<file path="config.mk">
export PLATFORM = sky130hd
export DESIGN_NAME = rotor_alignment_sequencer
export DESIGN_NICKNAME = d
export VERILOG_FILES = /design/src/sv/rasq_pkg.sv /design/src/sv/rasq_div.sv /design/src/sv/rasq_ctrl.sv /design/src/sv/rasq_dp.sv /design/src/sv/rotor_alignment_sequencer.sv
export SDC_FILE = /design/constraint.sdc
export NUM_CORES = 2
export LEC_CHECK = 0
export ABC_CLOCK_PERIOD_IN_PS = 11010
export BUFFER_PORTS_ARGS = -buffer_cell sky130_fd_sc_hd__buf_2
export CAP_MARGIN = 20
export CORE_MARGIN = 5
export CORE_UTILIZATION = 45
export CTS_CLUSTER_SIZE = 8
export DETAILED_ROUTE_END_ITERATION = 12
export MAX_ROUTING_LAYER = met4
export PLACE_DENSITY_LB_ADDON = 0.25
export RECOVER_POWER = 25
export SLEW_MARGIN = 40
export SYNTH_ARGS = -nofsm -noshare
export SYNTH_HDL_FRONTEND = slang
export SYNTH_SLANG_ARGS = --single-unit
export TNS_END_PERCENT = 20
</file>
<file path="constraint.sdc">
create_clock -name i_clk -period 11.01 [get_ports i_clk]
set_input_delay 1.6515 -clock i_clk [delete_from_list [all_inputs] [get_ports i_clk]]
set_output_delay 1.6515 -clock i_clk [all_outputs]
set_load 0.1 [all_outputs]
</file>
<file path="src/sv/rasq_pkg.sv">
package rasq_pkg;

    // phase codes
    localparam logic [2:0] PH_IDLE   = 3'd0;
    localparam logic [2:0] PH_RAMP   = 3'd1;
    localparam logic [2:0] PH_SETTLE = 3'd2;
    localparam logic [2:0] PH_LOCKED = 3'd3;
    localparam logic [2:0] PH_FAULT  = 3'd4;

    // operation codes
    localparam logic [1:0] OP_TICK  = 2'd0;
    localparam logic [1:0] OP_START = 2'd1;
    localparam logic [1:0] OP_ABORT = 2'd2;

    // fault reasons
    localparam logic FAULT_NONE    = 1'b0;
    localparam logic FAULT_TIMEOUT = 1'b1;

    // configuration register indexes
    localparam logic [2:0] CFG_RAMP_LEN    = 3'd0;
    localparam logic [2:0] CFG_ALIGN_VOLT  = 3'd1;
    localparam logic [2:0] CFG_SETTLE_TMO  = 3'd2;
    localparam logic [2:0] CFG_MAX_SPEED   = 3'd3;
    localparam logic [2:0] CFG_SAMPLES     = 3'd4;
    localparam logic [2:0] CFG_POLE_PAIRS  = 3'd5;
    localparam logic [2:0] CFG_REVERSE     = 3'd6;

    // configuration reset values
    localparam logic [23:0] RST_RAMP_LEN   = 24'd500000;
    localparam logic [15:0] RST_ALIGN_VOLT = 16'd2000;
    localparam logic [23:0] RST_SETTLE_TMO = 24'd2000000;
    localparam logic [15:0] RST_MAX_SPEED  = 16'd100;
    localparam logic [7:0]  RST_SAMPLES    = 8'd20;
    localparam logic [5:0]  RST_POLE_PAIRS = 6'd7;
    localparam logic        RST_REVERSE    = 1'b0;

    // shared multiplier operand selects
    localparam logic [1:0] MUL_RAMP = 2'd0;  // align * elapsed
    localparam logic [1:0] MUL_MAG  = 2'd1;  // |delta| * 1e6
    localparam logic [1:0] MUL_SPD  = 2'd2;  // max speed * dt
    localparam logic [1:0] MUL_OFS  = 2'd3;  // angle * pole pairs

    localparam int MUL_W = 24;
    localparam logic [MUL_W-1:0] MAG_SCALE = 24'd1000000;

    localparam logic [19:0] OFFSET_MAX = 20'd524287;
    localparam logic [7:0]  COUNT_MAX  = 8'hFF;
    localparam logic [31:0] ELAPSED_MAX = 32'hFFFF_FFFF;

    // ramp divider: 40-bit dividend, 24-bit divisor, quotient below 2^16
    localparam int DIV_N_BITS = 40;
    localparam int DIV_D_BITS = 24;
    localparam int DIV_Q_BITS = 16;

    // controller to datapath
    typedef struct packed {
        logic       load;       // capture input item
        logic       prep;       // elapsed sum and angle delta
        logic       mul_en;
        logic [1:0] mul_sel;
        logic       div_start;
        logic       commit;     // update state, write output register
    } t_cmd;

    // datapath to controller
    typedef struct packed {
        logic tick_ramp;
        logic tick_settle;
        logic ramp_done;
        logic timeout;
        logic div_busy;
        logic out_free;
    } t_status;

endpackage

</file>
<file path="src/sv/rasq_div.sv">
module rasq_div (
    input  logic                             i_clk,
    input  logic                             i_rst_n,
    input  logic                             i_start,
    input  logic [rasq_pkg::DIV_N_BITS-1:0]  i_num,
    input  logic [rasq_pkg::DIV_D_BITS-1:0]  i_den,
    output logic                             o_busy,
    output logic [rasq_pkg::DIV_Q_BITS-1:0]  o_quot
);

    localparam int DW = rasq_pkg::DIV_D_BITS;
    localparam int QW = rasq_pkg::DIV_Q_BITS;
    localparam int CW = $clog2(QW + 1);

    logic          r_busy;
    logic [CW-1:0] r_cnt;
    logic [DW-1:0] r_rem;
    logic [QW-1:0] r_q;

    logic [DW:0]   w_trial;
    logic [DW:0]   w_diff;
    logic          w_ge;

    // one restoring step: shift in next dividend bit, try subtract
    assign w_trial = {r_rem, r_q[QW-1]};
    assign w_diff  = w_trial - {1'b0, i_den};
    assign w_ge    = (w_trial >= {1'b0, i_den});

    // control
    always_ff @(posedge i_clk) begin
        if (!i_rst_n) begin
            r_busy <= 1'b0;
            r_cnt  <= '0;
        end else if (i_start) begin
            r_busy <= 1'b1;
            r_cnt  <= CW'(QW);
        end else if (r_busy) begin
            r_cnt <= r_cnt - CW'(1);
            if (r_cnt == CW'(1)) begin
                r_busy <= 1'b0;
            end
        end
    end

    // remainder and quotient; upper dividend bits are already below the divisor
    always_ff @(posedge i_clk) begin
        if (i_start) begin
            r_rem <= i_num[rasq_pkg::DIV_N_BITS-1 -: DW];
            r_q   <= i_num[QW-1:0];
        end else if (r_busy) begin
            r_rem <= w_ge ? w_diff[DW-1:0] : w_trial[DW-1:0];
            r_q   <= {r_q[QW-2:0], w_ge};
        end
    end

    assign o_busy = r_busy;
    assign o_quot = r_q;

endmodule

</file>
<file path="src/sv/rasq_ctrl.sv">
module rasq_ctrl (
    input  logic              i_clk,
    input  logic              i_rst_n,
    input  logic              i_s_tvalid,
    output logic              o_s_tready,
    input  rasq_pkg::t_status i_status,
    output rasq_pkg::t_cmd    o_cmd
);

    localparam logic [3:0] S_IDLE   = 4'd0;
    localparam logic [3:0] S_PREP   = 4'd1;
    localparam logic [3:0] S_RMUL   = 4'd2;
    localparam logic [3:0] S_DSTART = 4'd3;
    localparam logic [3:0] S_DIV    = 4'd4;
    localparam logic [3:0] S_SCHK   = 4'd5;
    localparam logic [3:0] S_SMAG   = 4'd6;
    localparam logic [3:0] S_SSPD   = 4'd7;
    localparam logic [3:0] S_DONE   = 4'd8;

    logic [3:0] r_state;
    logic [3:0] n_state;
    logic       w_accept;

    assign o_s_tready = (r_state == S_IDLE) && i_rst_n;
    assign w_accept   = i_s_tvalid && o_s_tready;

    // next state and commands
    always_comb begin
        n_state = r_state;
        o_cmd   = '0;
        case (r_state)
            S_IDLE: begin
                if (w_accept) begin
                    o_cmd.load = 1'b1;
                    n_state    = S_PREP;
                end
            end
            S_PREP: begin
                o_cmd.prep = 1'b1;
                if (i_status.tick_ramp) begin
                    n_state = S_RMUL;
                end else if (i_status.tick_settle) begin
                    n_state = S_SCHK;
                end else begin
                    n_state = S_DONE;
                end
            end
            S_RMUL: begin
                o_cmd.mul_en  = 1'b1;
                o_cmd.mul_sel = rasq_pkg::MUL_RAMP;
                n_state = i_status.ramp_done ? S_DONE : S_DSTART;
            end
            S_DSTART: begin
                o_cmd.div_start = 1'b1;
                n_state = S_DIV;
            end
            S_DIV: begin
                if (!i_status.div_busy) begin
                    n_state = S_DONE;
                end
            end
            S_SCHK: begin
                // offset product is taken early; it is used only on a lock
                o_cmd.mul_en  = 1'b1;
                o_cmd.mul_sel = rasq_pkg::MUL_OFS;
                n_state = i_status.timeout ? S_DONE : S_SMAG;
            end
            S_SMAG: begin
                o_cmd.mul_en  = 1'b1;
                o_cmd.mul_sel = rasq_pkg::MUL_MAG;
                n_state = S_SSPD;
            end
            S_SSPD: begin
                o_cmd.mul_en  = 1'b1;
                o_cmd.mul_sel = rasq_pkg::MUL_SPD;
                n_state = S_DONE;
            end
            S_DONE: begin
                if (i_status.out_free) begin
                    o_cmd.commit = 1'b1;
                    n_state = S_IDLE;
                end
            end
            default: begin
                n_state = S_IDLE;
            end
        endcase
    end

    always_ff @(posedge i_clk) begin
        if (!i_rst_n) begin
            r_state <= S_IDLE;
        end else begin
            r_state <= n_state;
        end
    end

endmodule

</file>
<file path="src/sv/rasq_dp.sv">
module rasq_dp #(
    parameter int ANGLE_BITS = 14
) (
    input  logic                  i_clk,
    input  logic                  i_rst_n,
    // item fields
    input  logic [1:0]            i_op,
    input  logic [ANGLE_BITS-1:0] i_angle,
    input  logic [15:0]           i_dt,
    // configuration writes
    input  logic                  i_cfg_we,
    input  logic [2:0]            i_cfg_idx,
    input  logic [23:0]           i_cfg_wdata,
    // controller
    input  rasq_pkg::t_cmd        i_cmd,
    output rasq_pkg::t_status     o_status,
    // result
    input  logic                  i_m_tready,
    output logic                  o_valid,
    output logic [2:0]            o_phase_before,
    output logic [15:0]           o_drive_level_mv,
    output logic                  o_locked,
    output logic                  o_fault_code,
    output logic signed [19:0]    o_elec_offset
);

    localparam int AB    = ANGLE_BITS;
    localparam int OFS_W = ANGLE_BITS + 6;
    localparam int MW    = rasq_pkg::MUL_W;

    // configuration
    logic [23:0] r_ramp_len;
    logic [15:0] r_align_volt;
    logic [23:0] r_settle_tmo;
    logic [15:0] r_max_speed;
    logic [7:0]  r_samples;
    logic [5:0]  r_pole_pairs;
    logic        r_reverse;

    // sequencer state
    logic [2:0]    r_phase;
    logic          r_fault;
    logic [31:0]   r_elapsed;
    logic [7:0]    r_cnt;
    logic [AB-1:0] r_prev;
    logic [19:0]   r_offset;

    // item and work registers
    logic [1:0]       r_op;
    logic [AB-1:0]    r_angle;
    logic [15:0]      r_dt;
    logic [31:0]      r_sum;
    logic [AB-1:0]    r_mag;
    logic [39:0]      r_prod_a;
    logic [31:0]      r_prod_b;
    logic [OFS_W-1:0] r_ofs;

    // output register
    logic        r_ovalid;
    logic [2:0]  r_o_phase;
    logic [15:0] r_o_drive;
    logic        r_o_locked;
    logic        r_o_fault;
    logic [19:0] r_o_ofs;

    // next state at commit
    logic [2:0]    n_phase;
    logic          n_fault;
    logic [31:0]   n_elapsed;
    logic [7:0]    n_cnt;
    logic [AB-1:0] n_prev;
    logic [19:0]   n_offset;
    logic [15:0]   n_drive;

    logic [32:0]   w_sum;
    logic [AB:0]   w_diff;
    logic [MW-1:0] w_mul_a;
    logic [MW-1:0] w_mul_b;
    logic [2*MW-1:0] w_prod;
    logic          w_tick;
    logic          w_ramp_done;
    logic          w_timeout;
    logic          w_still;
    logic [7:0]    w_cnt_inc;
    logic          w_lock;
    logic [31:0]   w_ofs_ext;
    logic [19:0]   w_ofs_mag;
    logic [19:0]   w_ofs_val;
    logic          w_div_busy;
    logic [15:0]   w_quot;

    // configuration port
    always_ff @(posedge i_clk) begin
        if (!i_rst_n) begin
            r_ramp_len   <= rasq_pkg::RST_RAMP_LEN;
            r_align_volt <= rasq_pkg::RST_ALIGN_VOLT;
            r_settle_tmo <= rasq_pkg::RST_SETTLE_TMO;
            r_max_speed  <= rasq_pkg::RST_MAX_SPEED;
            r_samples    <= rasq_pkg::RST_SAMPLES;
            r_pole_pairs <= rasq_pkg::RST_POLE_PAIRS;
            r_reverse    <= rasq_pkg::RST_REVERSE;
        end else if (i_cfg_we) begin
            case (i_cfg_idx)
                rasq_pkg::CFG_RAMP_LEN:   r_ramp_len   <= i_cfg_wdata;
                rasq_pkg::CFG_ALIGN_VOLT: r_align_volt <= i_cfg_wdata[15:0];
                rasq_pkg::CFG_SETTLE_TMO: r_settle_tmo <= i_cfg_wdata;
                rasq_pkg::CFG_MAX_SPEED:  r_max_speed  <= i_cfg_wdata[15:0];
                rasq_pkg::CFG_SAMPLES:    r_samples    <= i_cfg_wdata[7:0];
                rasq_pkg::CFG_POLE_PAIRS: r_pole_pairs <= i_cfg_wdata[5:0];
                rasq_pkg::CFG_REVERSE:    r_reverse    <= i_cfg_wdata[0];
                default: ;
            endcase
        end
    end

    // saturating elapsed time and angle delta
    assign w_sum  = {1'b0, r_elapsed} + {17'd0, r_dt};
    assign w_diff = {1'b0, r_angle} - {1'b0, r_prev};

    // item capture and prep
    always_ff @(posedge i_clk) begin
        if (i_cmd.load) begin
            r_op    <= i_op;
            r_angle <= i_angle;
            r_dt    <= i_dt;
        end
        if (i_cmd.prep) begin
            r_sum <= w_sum[32] ? rasq_pkg::ELAPSED_MAX : w_sum[31:0];
            r_mag <= w_diff[AB] ? AB'(-w_diff) : w_diff[AB-1:0];
        end
    end

    // shared multiplier
    always_comb begin
        case (i_cmd.mul_sel)
            rasq_pkg::MUL_RAMP: begin
                w_mul_a = MW'(r_align_volt);
                w_mul_b = r_sum[MW-1:0];
            end
            rasq_pkg::MUL_MAG: begin
                w_mul_a = MW'(r_mag);
                w_mul_b = rasq_pkg::MAG_SCALE;
            end
            rasq_pkg::MUL_SPD: begin
                w_mul_a = MW'(r_max_speed);
                w_mul_b = MW'(r_dt);
            end
            rasq_pkg::MUL_OFS: begin
                w_mul_a = MW'(r_angle);
                w_mul_b = MW'(r_pole_pairs);
            end
            default: begin
                w_mul_a = '0;
                w_mul_b = '0;
            end
        endcase
    end

    assign w_prod = w_mul_a * w_mul_b;

    always_ff @(posedge i_clk) begin
        if (i_cmd.mul_en) begin
            case (i_cmd.mul_sel)
                rasq_pkg::MUL_RAMP: r_prod_a <= w_prod[39:0];
                rasq_pkg::MUL_MAG:  r_prod_a <= w_prod[39:0];
                rasq_pkg::MUL_SPD:  r_prod_b <= w_prod[31:0];
                rasq_pkg::MUL_OFS:  r_ofs    <= w_prod[OFS_W-1:0];
                default: ;
            endcase
        end
    end

    // drive level = align * elapsed / ramp length
    rasq_div u_div (
        .i_clk   (i_clk),
        .i_rst_n (i_rst_n),
        .i_start (i_cmd.div_start),
        .i_num   (r_prod_a),
        .i_den   (r_ramp_len),
        .o_busy  (w_div_busy),
        .o_quot  (w_quot)
    );

    // decisions
    assign w_tick      = (r_op == rasq_pkg::OP_TICK);
    assign w_ramp_done = (r_sum >= {8'd0, r_ramp_len});
    assign w_timeout   = (r_sum >= {8'd0, r_settle_tmo});
    assign w_still     = (r_prod_a < {8'd0, r_prod_b});
    assign w_cnt_inc   = (r_cnt == rasq_pkg::COUNT_MAX) ? r_cnt : r_cnt + 8'd1;
    assign w_lock      = w_still && (w_cnt_inc >= r_samples);

    // offset clamp and sign
    assign w_ofs_ext = 32'(r_ofs);
    assign w_ofs_mag = (w_ofs_ext > {12'd0, rasq_pkg::OFFSET_MAX}) ?
                       rasq_pkg::OFFSET_MAX : w_ofs_ext[19:0];
    assign w_ofs_val = r_reverse ? (20'd0 - w_ofs_mag) : w_ofs_mag;

    // state update for the item
    always_comb begin
        n_phase   = r_phase;
        n_fault   = r_fault;
        n_elapsed = r_elapsed;
        n_cnt     = r_cnt;
        n_prev    = r_prev;
        n_offset  = r_offset;
        n_drive   = '0;
        case (r_op)
            rasq_pkg::OP_START: begin
                n_phase   = rasq_pkg::PH_RAMP;
                n_fault   = rasq_pkg::FAULT_NONE;
                n_elapsed = '0;
                n_cnt     = '0;
                n_prev    = '0;
            end
            rasq_pkg::OP_ABORT: begin
                n_phase   = rasq_pkg::PH_IDLE;
                n_fault   = rasq_pkg::FAULT_NONE;
                n_elapsed = '0;
                n_cnt     = '0;
            end
            rasq_pkg::OP_TICK: begin
                if (r_phase == rasq_pkg::PH_RAMP) begin
                    if (w_ramp_done) begin
                        n_drive   = r_align_volt;
                        n_phase   = rasq_pkg::PH_SETTLE;
                        n_elapsed = '0;
                        n_cnt     = '0;
                        n_prev    = r_angle;
                    end else begin
                        n_drive   = w_quot;
                        n_elapsed = r_sum;
                    end
                end else if (r_phase == rasq_pkg::PH_SETTLE) begin
                    n_elapsed = r_sum;
                    if (w_timeout) begin
                        n_phase = rasq_pkg::PH_FAULT;
                        n_fault = rasq_pkg::FAULT_TIMEOUT;
                    end else begin
                        n_prev = r_angle;
                        n_cnt  = w_still ? w_cnt_inc : 8'd0;
                        if (w_lock) begin
                            n_offset = w_ofs_val;
                            n_phase  = rasq_pkg::PH_LOCKED;
                        end
                    end
                end
            end
            default: ;
        endcase
    end

    always_ff @(posedge i_clk) begin
        if (!i_rst_n) begin
            r_phase   <= rasq_pkg::PH_IDLE;
            r_fault   <= rasq_pkg::FAULT_NONE;
            r_elapsed <= '0;
            r_cnt     <= '0;
            r_prev    <= '0;
            r_offset  <= '0;
        end else if (i_cmd.commit) begin
            r_phase   <= n_phase;
            r_fault   <= n_fault;
            r_elapsed <= n_elapsed;
            r_cnt     <= n_cnt;
            r_prev    <= n_prev;
            r_offset  <= n_offset;
        end
    end

    // output register
    always_ff @(posedge i_clk) begin
        if (!i_rst_n) begin
            r_ovalid <= 1'b0;
        end else if (i_cmd.commit) begin
            r_ovalid <= 1'b1;
        end else if (i_m_tready) begin
            r_ovalid <= 1'b0;
        end
    end

    always_ff @(posedge i_clk) begin
        if (i_cmd.commit) begin
            r_o_phase  <= r_phase;
            r_o_drive  <= n_drive;
            r_o_locked <= (n_phase == rasq_pkg::PH_LOCKED);
            r_o_fault  <= n_fault;
            r_o_ofs    <= n_offset;
        end
    end

    assign o_status.tick_ramp   = w_tick && (r_phase == rasq_pkg::PH_RAMP);
    assign o_status.tick_settle = w_tick && (r_phase == rasq_pkg::PH_SETTLE);
    assign o_status.ramp_done   = w_ramp_done;
    assign o_status.timeout     = w_timeout;
    assign o_status.div_busy    = w_div_busy;
    assign o_status.out_free    = !r_ovalid || i_m_tready;

    assign o_valid          = r_ovalid && i_rst_n;
    assign o_phase_before   = r_o_phase;
    assign o_drive_level_mv = r_o_drive;
    assign o_locked         = r_o_locked;
    assign o_fault_code     = r_o_fault;
    assign o_elec_offset    = r_o_ofs;

endmodule

</file>
<file path="src/sv/rotor_alignment_sequencer.sv">
// Channel  | Dir | Handshake             | Payload
// ---------+-----+-----------------------+--------------------------------------------
// s (item) | in  | i_s_tvalid/o_s_tready | i_s_tdata: operation, enc_angle, dt_us
// m (res)  | out | o_m_tvalid/i_m_tready | o_m_tdata: phase_before .. elec_offset
// cfg      | in  | i_cfg_we              | i_cfg_idx, i_cfg_wdata
//
// One item in flight: start, abort and ticks outside ramp/settle go from prep to commit; ramp end
// and settle timeout make one multiplier pass; other settle ticks make three passes through the
// 24x24 multiplier; ramp ticks that stay in ramp also run the 16-step restoring divider.
// Reset is synchronous, active low, and restores the register defaults.
// A result waits in the output register while the next item is taken; the
// sequencer stalls before its commit cycle only while that register is full.
module rotor_alignment_sequencer #(
    parameter int ANGLE_BITS = 14
) (
    input  logic                                  i_clk,
    input  logic                                  i_rst_n,
    input  logic                                  i_s_tvalid,
    output logic                                  o_s_tready,
    // [1:0] operation, [ANGLE_BITS+1:2] enc_angle, then dt_us (16), zero pad
    input  logic [((ANGLE_BITS + 25) / 8) * 8-1:0] i_s_tdata,
    output logic                                  o_m_tvalid,
    input  logic                                  i_m_tready,
    // [2:0] phase_before, [18:3] drive_level_mv, [19] locked,
    // [20] fault_code, [40:21] elec_offset, [47:41] zero pad
    output logic [47:0]                           o_m_tdata,
    input  logic                                  i_cfg_we,
    input  logic [2:0]                            i_cfg_idx,
    input  logic [23:0]                           i_cfg_wdata
);

    rasq_pkg::t_cmd    w_cmd;
    rasq_pkg::t_status w_status;

    logic [2:0]         w_phase_before;
    logic [15:0]        w_drive;
    logic               w_locked;
    logic               w_fault;
    logic signed [19:0] w_offset;

    rasq_ctrl u_ctrl (
        .i_clk      (i_clk),
        .i_rst_n    (i_rst_n),
        .i_s_tvalid (i_s_tvalid),
        .o_s_tready (o_s_tready),
        .i_status   (w_status),
        .o_cmd      (w_cmd)
    );

    rasq_dp #(
        .ANGLE_BITS (ANGLE_BITS)
    ) u_dp (
        .i_clk            (i_clk),
        .i_rst_n          (i_rst_n),
        .i_op             (i_s_tdata[1:0]),
        .i_angle          (i_s_tdata[2 +: ANGLE_BITS]),
        .i_dt             (i_s_tdata[2 + ANGLE_BITS +: 16]),
        .i_cfg_we         (i_cfg_we),
        .i_cfg_idx        (i_cfg_idx),
        .i_cfg_wdata      (i_cfg_wdata),
        .i_cmd            (w_cmd),
        .o_status         (w_status),
        .i_m_tready       (i_m_tready),
        .o_valid          (o_m_tvalid),
        .o_phase_before   (w_phase_before),
        .o_drive_level_mv (w_drive),
        .o_locked         (w_locked),
        .o_fault_code     (w_fault),
        .o_elec_offset    (w_offset)
    );

    // result packing, first field lowest
    assign o_m_tdata = {7'd0, w_offset, w_fault, w_locked, w_drive, w_phase_before};

endmodule

</file>
==> metrics.cfg <==
[global_routing]
grt_max_degree=87
grt_pass1_wl_mm=158
antenna_found_initial=5
gr-usage-all-layers_pct=24.5
grt.overflow.total=0
first_global_vias=27200

[critical_path]
r2r_cells=24
worstPathCellList=nor2b_1, nand2_1, nor2_4, buf_4, a22o_1, nand2b_1, fa_1, inv_1, fa_1, fa_1, fa_1, fa_1, fa_1, ha_1, ha_1, a21o_1, a21oi_1, a21boi_0, o21ai_1, a31o_2, a21oi_1, a31oi_1, a221oi_1, xnor2_1
r2r-end=u_dp.r_prod_a[38]
cp-start-kind=flip-flop
crit_path_top_delay_cell=dfxtp_1
end_kind=flip-flop
ff2ff_setup_slack_ns=2.03
required_ns=11.39
critPathKind=reg -> reg
cp_max_fo=37
worst_path_largest_cell_delay_ns=0.56
crit-reg2reg-launch=u_ctrl.r_state[2]
cpMostUsedCell=fa_1
critPathArrivalTime_ns=9.36

[sta]
grt_setup_unrepaired=no
tightest_slew_ns=3.08
fin_skew_ns=0.0519
tns_ns=0
min_period_ns=8.98
maxSlewViolCount=291
slew_headroom_pct=-106
final.period_utilization_pct=81.5
max_freq_mhz=111
setup_viol=0
hold_viol_final=0

[synth]
ys_seq_elements=435
ys_warn_count=0
yosysSeqAreaShare_pct=31.6
async_reset_ff_share_pct=0
ys_types=89
synth_edf_count=251
netlist_area_sq_um=35500
synthFlopType=edfxtp_1
syn_inst=3863
post_synth.cell_area_avg_sq_um=9.20

[placement]
numPortBuffers=106
routabilityCongestion=0.955
dpl.hpwl_mm=78.1
place_inst=4912

[cts]
hold_buffers=0
cts.root.buffer_cell=clkbuf_16
clk_pin_slew_worst_paths_ns=0.05
postCtsSetupRepairBufs=0
clk_latency_ns=0.64
cts_resized=0
clockBufferDepth=3
cts.sinks=435
cts_buffers=61
h-tree-depth=2
tritoncts=done

[power_and_ir_drop]
power.switching_mw=3.87
netSwitchingFraction_pct=43.4
intPower_mw=5.04
seqPwrFrac_pct=25.4
pwr-share-comb_pct=54.8
leakage_nw=17.3
power_frac_clock_pct=19.8
vdd_drop_max_uv=273
powerDensity_nw_per_um2=229

[die]
std_cell_rows=103
die_w_microns=291
start_util_pct=45.2
die_y_microns=291
io_pins=114
die_area_sq_um=84700
core_area_sq_um=78600

[cells_and_area]
syn2layout_area_growth_pct=9.67
layout-drive-gt1-share_pct=7.30
finish.utilization_pct=49.6
instances_no_fill=5021
final_nets=4610

[drt]
firstDrtPassIters=5
drt-initial-drc-count=2395
viasPerCell=5.49
routedWlPerCell_microns=20.5
remaining_drc_errors=0
antenna_left=0
drt-total-wl_mm=103
vias=27600

[status]
status=complete, but fails checks
violations=max-capacitance violations, max-slew violations

[worst_hold_path]
min_path_type=reg -> reg
hold_start=u_dp.r_offset[8]
holdPathStages=2
min_to=u_dp.r_offset[8]

[flow_run]
max_cap_violations=6

## power groups by stage
stage                     registers, mW  clock network [mW]  logic, mW
after floorplan                    2.29                   0       3.39
final                              2.27                1.76       4.89
after global placement             2.29                   0       4.76
after detailed placement           2.29                   0       4.80
after CTS                          2.26                1.79       4.85
after global routing               2.27                1.87       5.49
## cell usage after synthesis (all sizes together) (41+ instances only)
library cell | instances | share of area (%)
xnor2 | 64 | 1.6
nand2 | 511 | 5.4
nor2 | 432 | 4.6
nand3 | 77 | 1.1
a21oi | 276 | 3.9
mux2i | 85 | 2.4
inv | 527 | 5.6
a21o | 59 | 1.2
o21ai | 90 | 1.3
fa | 309 | 17
edfxtp | 251 | 21
ha | 312 | 11
dfxtp | 184 | 10
nand2b | 42 | 0.74
clkbuf | 134 | 1.4
xor2 | 41 | 1.0
## cells in the final DEF, fill, tap and decap left out, types with 14 or more instances in the layout
master | synthesis | layout
inv_1 | 524 | 523
o21ai_0 | 61 | 61
nand4_1 | 24 | 24
o22a_1 | 17 | 17
a21oi_1 | 273 | 272
o211ai_1 | 21 | 21
o21a_1 | 23 | 23
xnor2_1 | 64 | 64
buf_2 | 12 | 106
ha_1 | 312 | 312
mux2_1 | 16 | 16
xor2_1 | 41 | 41
o22ai_1 | 24 | 22
nor4_1 | 15 | 15
nand2_1 | 511 | 509
nor3_1 | 36 | 35
clkbuf_1 | 134 | 49
dfxtp_1 | 184 | 183
a21o_1 | 59 | 59
o21ai_1 | 27 | 25
and3_1 | 20 | 20
and2_1 | 15 | 14
nor2_1 | 430 | 426
nand2b_1 | 42 | 40
clkbuf_16 | 0 | 61
buf_4 | 13 | 51
edfxtp_1 | 251 | 251
nor2b_1 | 25 | 25
fa_1 | 309 | 309
nand3_1 | 75 | 75
o2111ai_1 | 15 | 15
mux2i_1 | 85 | 85
## worst max-delay path: cells and delay by family, from the launching register on
| kind | cells | cell delay (ns) |
|---|---|---|
| adder cells (fa/ha/maj) | 8 | 3.84 |
| AO/OA/AOI/OAI | 9 | 2.27 |
| AND/OR/NAND/NOR | 4 | 1.40 |
| flip-flops | 1 | 0.56 |
| buffers and inverters | 2 | 0.56 |
| XOR/XNOR | 1 | 0.10 |
## through the flow
stage	hold WS [ns]	worst slack [ns]	power (mW)	area [sq um]
floorplan	0.431	2.45	5.69	35600
global placement	0.440	1.76	7.05	37200
detailed placement	0.444	2.02	7.10	37200
CTS	0.451	2.05	8.90	39000
global route	0.465	1.52	9.62	39000
finish	0.453	2.03	8.92	39000
## cell families (layout without fill, tap and decap cells)
family                   count (synthesis)  in the layout  synth area share [%]
buffers and inverters                  700            801                  7.64
XOR/XNOR                               105            105                  2.59
flip-flops                             435            435                  31.6
AO/OA/AOI/OAI                          640            640                  11.4
other                                    1              8                0.0106
AND/OR/NAND/NOR                       1253           1253                  15.3
multiplexers                           108            108                  3.12
adder cells (fa/ha/maj)                621            621                  28.4
## worst max-delay path by stage
stage	from	to	slack, ns	depth (start not counted)
6_report	u_ctrl.r_state[2]	u_dp.r_prod_a[38]	2.03	24
4_1_cts	u_ctrl.r_state[2]	u_dp.r_prod_a[39]	2.05	29
3_5_place_dp	u_ctrl.r_state[2]	u_dp.r_prod_a[39]	2.02	29
2_1_floorplan	u_ctrl.r_state[1]	u_dp.r_prod_a[39]	2.45	28
3_3_place_gp	u_ctrl.r_state[1]	u_dp.r_prod_a[39]	1.76	27
5_1_grt	u_ctrl.r_state[2]	u_dp.r_prod_a[39]	1.52	29
## metal layers
layer | track usage (%) | vias to the layer above | share of wire, %
met1 | 32.6 | 13400 | 42
met5 | - | - | 0
met2 | 37.9 | 988 | 45
met3 | 5.19 | 209 | 8.6
li1 | - | 13000 | -
met4 | 7.82 | 0 | 3.7
## layout make-up
type,count,area [sq um]
Timing Repair Buffer,166,955
Sequential cell,435,11200
Multi-Input combinational cell,2734,21700
Clock inverter,5,90.1
Tap cell,1050,1310
Antenna cell,1,2.50
Inverter,527,1980
Fill cell,7403,39600
Clock buffer,103,1690
## flip-flops by register name (all words and copies together), names as in the netlist, 20 cells and up
| register | cells |
|---|---|
| u_dp.r_prod_a | 40 |
| u_dp.r_elapsed | 32 |
| u_dp.o_elec_offset | 20 |
| u_dp.r_settle_tmo | 24 |
| u_dp.r_prod_b | 32 |
| u_dp.r_ofs | 20 |
| u_dp.r_sum | 32 |
| u_dp.r_offset | 20 |
| u_dp.r_ramp_len | 24 |
| u_dp.u_div.r_rem | 24 |
Note: power is estimated with default switching activity, not from simulation.
